File: src/sv/trilinear_voxel_interpolator_macros.svh
`ifndef TRILINEAR_VOXEL_INTERPOLATOR_MACROS_SVH
`define TRILINEAR_VOXEL_INTERPOLATOR_MACROS_SVH

// clocked check, switched off while reset is held
`define TVI_ASSERT(lbl, prop, msg) \
  lbl: assert property (@(posedge clk_i) disable iff (!rst_ni) (prop)) else $error(msg);

// condition that must never be seen
`define TVI_ASSERT_NEVER(lbl, cond, msg) \
  `TVI_ASSERT(lbl, !(cond), msg)

`endif

File: src/sv/tvi_pkg.sv
`timescale 1ns / 1ps

package tvi_pkg;

  localparam int AXIS_MAX  = 32;
  localparam int IDX_W     = $clog2(AXIS_MAX);
  localparam int SIZE_W    = IDX_W + 1;
  localparam int ADDR_W    = 3 * IDX_W;
  localparam int SAMPLE_W  = 16;
  localparam int COORD_W   = 16;
  localparam int FRAC_BITS = 8;
  localparam int INT_W     = COORD_W - FRAC_BITS;
  localparam int W_W       = FRAC_BITS + 1;
  localparam int KXY_W     = 2 * FRAC_BITS + 1;
  localparam int KXYZ_W    = 3 * FRAC_BITS + 1;
  localparam int PROD_W    = KXYZ_W + 1 + SAMPLE_W;
  localparam int ACC_W     = PROD_W + 1;
  localparam int PLANE_W   = 2 * IDX_W + 1;
  localparam int CORNERS   = 8;
  localparam int CNT_W     = $clog2(CORNERS);

  localparam logic [W_W-1:0] ONE_W = W_W'(1) << FRAC_BITS;

  // register indexes on the configuration port
  localparam logic [1:0] CFG_SIZE_X = 2'd0;
  localparam logic [1:0] CFG_SIZE_Y = 2'd1;
  localparam logic [1:0] CFG_SIZE_Z = 2'd2;

  localparam logic FUNC_WRITE  = 1'b0;
  localparam logic FUNC_INTERP = 1'b1;

  typedef enum logic [1:0] {
    ST_IDLE,
    ST_ISSUE,
    ST_DRAIN
  } tvi_state_e;

  typedef struct packed {
    logic start;
    logic valid;
  } tvi_mac_ctl_t;

  // sizes out of range act as the nearest legal size
  function automatic logic [SIZE_W-1:0] eff_size(input logic [SIZE_W-1:0] s);
    logic [SIZE_W-1:0] r;
    if (s < SIZE_W'(2)) r = SIZE_W'(2);
    else if (s > SIZE_W'(AXIS_MAX)) r = SIZE_W'(AXIS_MAX);
    else r = s;
    return r;
  endfunction

endpackage

File: src/sv/tvi_axis_split.sv
`timescale 1ns / 1ps

module tvi_axis_split import tvi_pkg::*; (
  input  logic signed [COORD_W-1:0] coord_i,
  input  logic        [SIZE_W-1:0]  size_i,
  output logic        [IDX_W-1:0]   floor_o,
  output logic        [IDX_W-1:0]   near_o,
  output logic        [W_W-1:0]     weight_o
);

  logic [SIZE_W-1:0]    last;
  logic [INT_W-1:0]     f_int;
  logic [FRAC_BITS-1:0] frac;

  assign last  = eff_size(size_i) - SIZE_W'(1);
  assign f_int = coord_i[COORD_W-1:FRAC_BITS];
  assign frac  = coord_i[FRAC_BITS-1:0];

  always_comb begin
    if (f_int[INT_W-1]) begin
      floor_o  = '0;
      near_o   = '0;
      weight_o = '0;
    end else if (INT_W'(f_int) >= INT_W'(last)) begin
      floor_o  = IDX_W'(last - SIZE_W'(1));
      near_o   = IDX_W'(last);
      weight_o = ONE_W;
    end else begin
      // in range the floor stays below last, so it fits the index width
      floor_o  = IDX_W'(f_int);
      near_o   = IDX_W'(f_int) + IDX_W'(frac[FRAC_BITS-1]);
      weight_o = {1'b0, frac};
    end
  end

endmodule

File: config.mk
export PLATFORM = sky130hd
export DESIGN_NAME = tvi_axis_split
export DESIGN_NICKNAME = d
export VERILOG_FILES = /design/src/sv/trilinear_voxel_interpolator_macros.svh /design/src/sv/tvi_pkg.sv /design/src/sv/tvi_axis_split.sv
export SDC_FILE = /design/constraint.sdc
export NUM_CORES = 1
export LEC_CHECK = 0
export ABC_AREA = 1
export BUFFER_PORTS_ARGS = -buffer_cell sky130_fd_sc_hd__buf_2
export CAP_MARGIN = 20
export CORE_ASPECT_RATIO = 1.5
export CORE_UTILIZATION = 24
export DETAILED_ROUTE_END_ITERATION = 10
export GPL_TIMING_DRIVEN = 0
export MAX_ROUTING_LAYER = met4
export PLACE_DENSITY_LB_ADDON = 0.08
export SYNTH_ARGS = -nofsm -noshare
export SYNTH_HDL_FRONTEND = slang
export SYNTH_SLANG_ARGS = --single-unit
File: constraint.sdc
create_clock -name vclk -period 5.9
set_input_delay 0.295 -clock vclk [all_inputs]
set_output_delay 0.295 -clock vclk [all_outputs]
set_load 0.1 [all_outputs]
**Yosys cells after proc, flatten, opt, wreduce, memory -nomap -nowiden**

Cells that the tools add are included.

- $add $sub $neg: 3
- Order comparisons: 3
- Multiplexer cells: 8

Operators by type and width:

| cell | count |
|---|---|
| two-way mux 5 bit | 4 |
| two-way mux 9 bit | 2 |
| two-way mux 6 bit | 2 |
| >= comparator 8 x 6 -> 1 bit | 1 |
| greater-than comparator 6 bit (second input constant) | 1 |
| < comparator 6 x 2 -> 1 bit (second input constant) | 1 |
| subtractor 6 x 1 -> 6 bit (second input constant) | 1 |
| adder 5 x 1 -> 5 bit | 1 |
| subtractor 5 x 1 -> 5 bit (second input constant) | 1 |

- Register bits: 0
- Input port bits: 22
- Output and inout port bits: 19

**Logic depth before layout (Yosys ltp)**

- Depth after elaboration: 7
- Mapped depth: 19
- Depth with buffers taken out: 19

**Least setup slack after synthesis**

Ideal clock, no wire load.

- Kind: input port to output port
- Start point: input size_i[2]
- End point: output near_o[3]
- Arrival: 3729 ps
- Data required time: 5605 ps
- Slack: 1876 ps
- Cell stages on the path: 16
- Cell sequence: nor2_1 -> nand2_1 -> inv_1 -> o21ai_0 -> ha_1 -> nand3_1 -> nand3_1 -> nor2_1 -> xor2_1 -> ha_1 -> nand2_1 -> nor3_2 -> nand4_1 -> nand3_2 -> nand2_1 -> o22ai_1

- Word-level cells in the longest chain between the ends: 7

RTL lines:

| element | line | source |
|---|---|---|
| start, declared | tvi_axis_split.sv:5 | `input logic [SIZE_W-1:0] size_i,` |
| greater-than comparator 6 bit | tvi_pkg.sv:47 | `else if (s > SIZE_W'(AXIS_MAX)) r = SIZE_W'(AXIS_MAX);` |
| two-way mux 6 bit | tvi_pkg.sv:47 |  |
| two-way mux 6 bit (*) | tvi_pkg.sv:46 | `if (s < SIZE_W'(2)) r = SIZE_W'(2);` |
| subtractor 6 x 1 -> 6 bit (*) | tvi_axis_split.sv:15 | `assign last = eff_size(size_i) - SIZE_W'(1);` |
| >= comparator 8 x 6 -> 1 bit | tvi_axis_split.sv:24 | `end else if (INT_W'(f_int) >= INT_W'(last)) begin` |
| two-way mux 5 bit (*) | tvi_axis_split.sv:24 |  |
| two-way mux 5 bit (*) | tvi_axis_split.sv:20 | `if (f_int[INT_W-1]) begin` |
| end, declared | tvi_axis_split.sv:7 | `output logic [IDX_W-1:0] near_o,` |

Every way passes the cells marked *; elsewhere a longest branch is shown, timed or not.

**Worst setup path after layout**

- Start point: input size_i[3]
- End point: output floor_o[1]

- Word-level cells in the longest chain between the ends: 7

RTL lines:

| element | line | source |
|---|---|---|
| greater-than comparator 6 bit | tvi_pkg.sv:47 |  |
| two-way mux 6 bit | tvi_pkg.sv:47 |  |
| two-way mux 6 bit (*) | tvi_pkg.sv:46 |  |
| subtractor 6 x 1 -> 6 bit (*) | tvi_axis_split.sv:15 |  |
| >= comparator 8 x 6 -> 1 bit / subtractor 5 x 1 -> 5 bit (equally long branches) | tvi_axis_split.sv:24, tvi_axis_split.sv:25 |  |
| two-way mux 5 bit (*) | tvi_axis_split.sv:24 |  |
| two-way mux 5 bit (*) | tvi_axis_split.sv:20 |  |
| end, declared | tvi_axis_split.sv:6 | `output logic [IDX_W-1:0] floor_o,` |

Marked as above.

==> flow_metrics.env <==
export IMPL_antenna_cells=0
export IMPL_cts_resized=0
export IMPL_drt_total_wl_mm=1.99
export IMPL_ys_seq_area_share_pct=0
export IMPL_dp_final_hpwl_mm=1.77
export IMPL_nets=204
export IMPL_path_max_fanout=5
export IMPL_swShare_pct=78.4
export IMPL_hold_class="in -> out"
export IMPL_ioPinCount=41
export IMPL_end_kind="primary output"
export IMPL_total_power_uw=157
export IMPL_outcome="finished, final reports clean"
export IMPL_synth_top_area_share_pct=21.9
export IMPL_drtIter0Drc=3
export IMPL_critical_path_arrival_ns=3.41
export IMPL_comb_power_share_pct=100.0
export IMPL_final_cells=205
export IMPL_syn_nets=162
export IMPL_post_route_period_util_pct=62.9
export IMPL_power_density_mw_per_mm2=169
export IMPL_period_minus_slack_ns=3.71
export IMPL_timing_final_ws_setup_ns=2.19
export IMPL_fill_cells=326
export IMPL_overflow=0
export IMPL_holdWs_ns=1.03
export IMPL_syn_avg_cell_area_um2=5.35
export IMPL_drc_errors=0
export IMPL_setup_viol=0
export IMPL_setup_tns_ns=0
export IMPL_tightest_slew_ns=0.714
export IMPL_wl_per_cell_um=9.68
export IMPL_place_ws_ns=2.15
export IMPL_cap_violations=0
export IMPL_regArea_um2=0
export IMPL_finalMaxSlewViolations=0
export IMPL_antenna_left=0
export IMPL_vias=864
export IMPL_synth_cell_types=18
export IMPL_post_cts_buffers=0
export IMPL_grt_pass1_wl_mm=3.44
export IMPL_p_leak_uw=0.000639
export IMPL_hold_buffers=0
export IMPL_synth_largest_area_cell="ha_1"
export IMPL_rsz0062_at_grt="no"
export IMPL_grt_pass1_vias=868
export IMPL_io_buffers=40
export IMPL_grt_max_degree=11
export IMPL_syn_cell_area_um2=684
export IMPL_dieArea_mm2=0.00307
export IMPL_routed_via_density=4.21
export IMPL_clock_buffers=0
export IMPL_multi_input_area_um2=552
export IMPL_rows=23
export IMPL_pwr_share_seq_pct=0
export IMPL_p_int_uw=33.9
export IMPL_antenna_found_initial=0
export IMPL_core_mm2=0.00268
export IMPL_max_slew_margin_pct=51.9
export IMPL_dr_pass1_iters=4
export IMPL_power_frac_clock_pct=0
export IMPL_power_switching_uw=123
export IMPL_fmax_mhz=270
export IMPL_dp_cells=205
export IMPL_crit_required_ns=5.61
export IMPL_chipHeight_um=67.4
export IMPL_flops_and_latches=0
export IMPL_netlist_top_cells_area="ha_1 (22%), nand2_1 (19%), inv_1 (15%)"
export IMPL_crit_path_start_kind="primary input"
export IMPL_yosysWarningCount=0
export IMPL_drive_above_1_share_pct=28.6
export IMPL_finalWeightedCongestion=0.764
export IMPL_finalHoldViolCount=0
export IMPL_netlist_instances=128
export IMPL_final_common_cell="buf_2"
export IMPL_area_delta_synth_final_pct=36.0
export IMPL_ir_worst_vdd_mv=0.0721
export IMPL_worst_setup_path_type="in -> out"
export IMPL_start_util_pct=25.6
export IMPL_die_width_um=45.6
export IMPL_grt_total_usage_pct=15.0
export IMPL_final_cell_mix="buf_2 (41), nand2_1 (35), inv_1 (27)"
## layer usage
metal  up-vias  global-route usage, %  routed length [µm]
li1        479                      -                   -
met1       356                   14.1                 761
met2        29                   32.1                1110
met3         0                  0.535                 109
met4         0                   1.14                   0
met5         -                      -                   0
## critical path, cell delays in order
cell	delay, ns
buf_2	0.10
nor2_1	0.04
nand2_1	0.08
inv_1	0.05
o21ai_0	0.57
ha_1	0.29
nand3_1	0.12
nand3_1	0.15
nor2_1	0.07
xor2_1	0.14
ha_1	0.31
nand2_1	0.07
nor3_2	0.13
nand4_1	0.12
nand3_2	0.14
nand2_1	0.13
inv_2	0.08
nand2_1	0.05
nand2_1	0.07
buf_2	0.42
## final timing paths
path                          to   startpoint  slack (ns)  depth (start not counted)
worst max-delay path  floor_o[1]    size_i[3]        2.19                         20
worst min-delay path   near_o[0]  coord_i[15]        1.03                          3
## cell usage after synthesis, types with 2 or more instances
library cell and instances:
nand2_1 35, inv_1 27, nor2_1 17, ha_1 12, nand3_1 11, o21ai_1 5, o21ai_0 3, xor2_1 3
a21oi_1 2, buf_6 2, nand4_1 2, nor3_2 2, o22ai_1 2
## logic make-up (layout without fill, tap and decap cells)
group	Yosys count	count (layout)	share of synthesized area, %
AOI/OAI and AO/OA	13	13	10.8
xor gates and xnor gates	4	4	5.12
adders and majority gates	12	12	21.9
buffers and inverters	31	71	19.4
and+or+nand+nor	68	68	42.8
## power groups by stage
| stage | logic [µW] | clock network [µW] | registers [µW] |
|---|---|---|---|
| floorplan | 128 | 0 | 0 |
| global placement | 157 | 0 | 0 |
| detailed placement | 158 | 0 | 0 |
| CTS | 159 | 0 | 0 |
| global route | 171 | 0 | 0 |
| finish | 157 | 0 | 0 |
## per-stage QoR
stage | cell area, µm² | util (%)
after floorplan | 684 | -
after global placement | 931 | 34.8
after detailed placement | 931 | 34.8
after CTS | 931 | 34.8
after global routing | 931 | 34.8
final | 931 | 34.8
## layout make-up
cell class | instances | share of cell area, %
repair buffers | 40 | 21.5
well taps | 37 | 4.97
inverters | 28 | 11.3
plain buffers | 3 | 2.96
multi-input cells | 97 | 59.3
(Power assumes the default switching activity.)
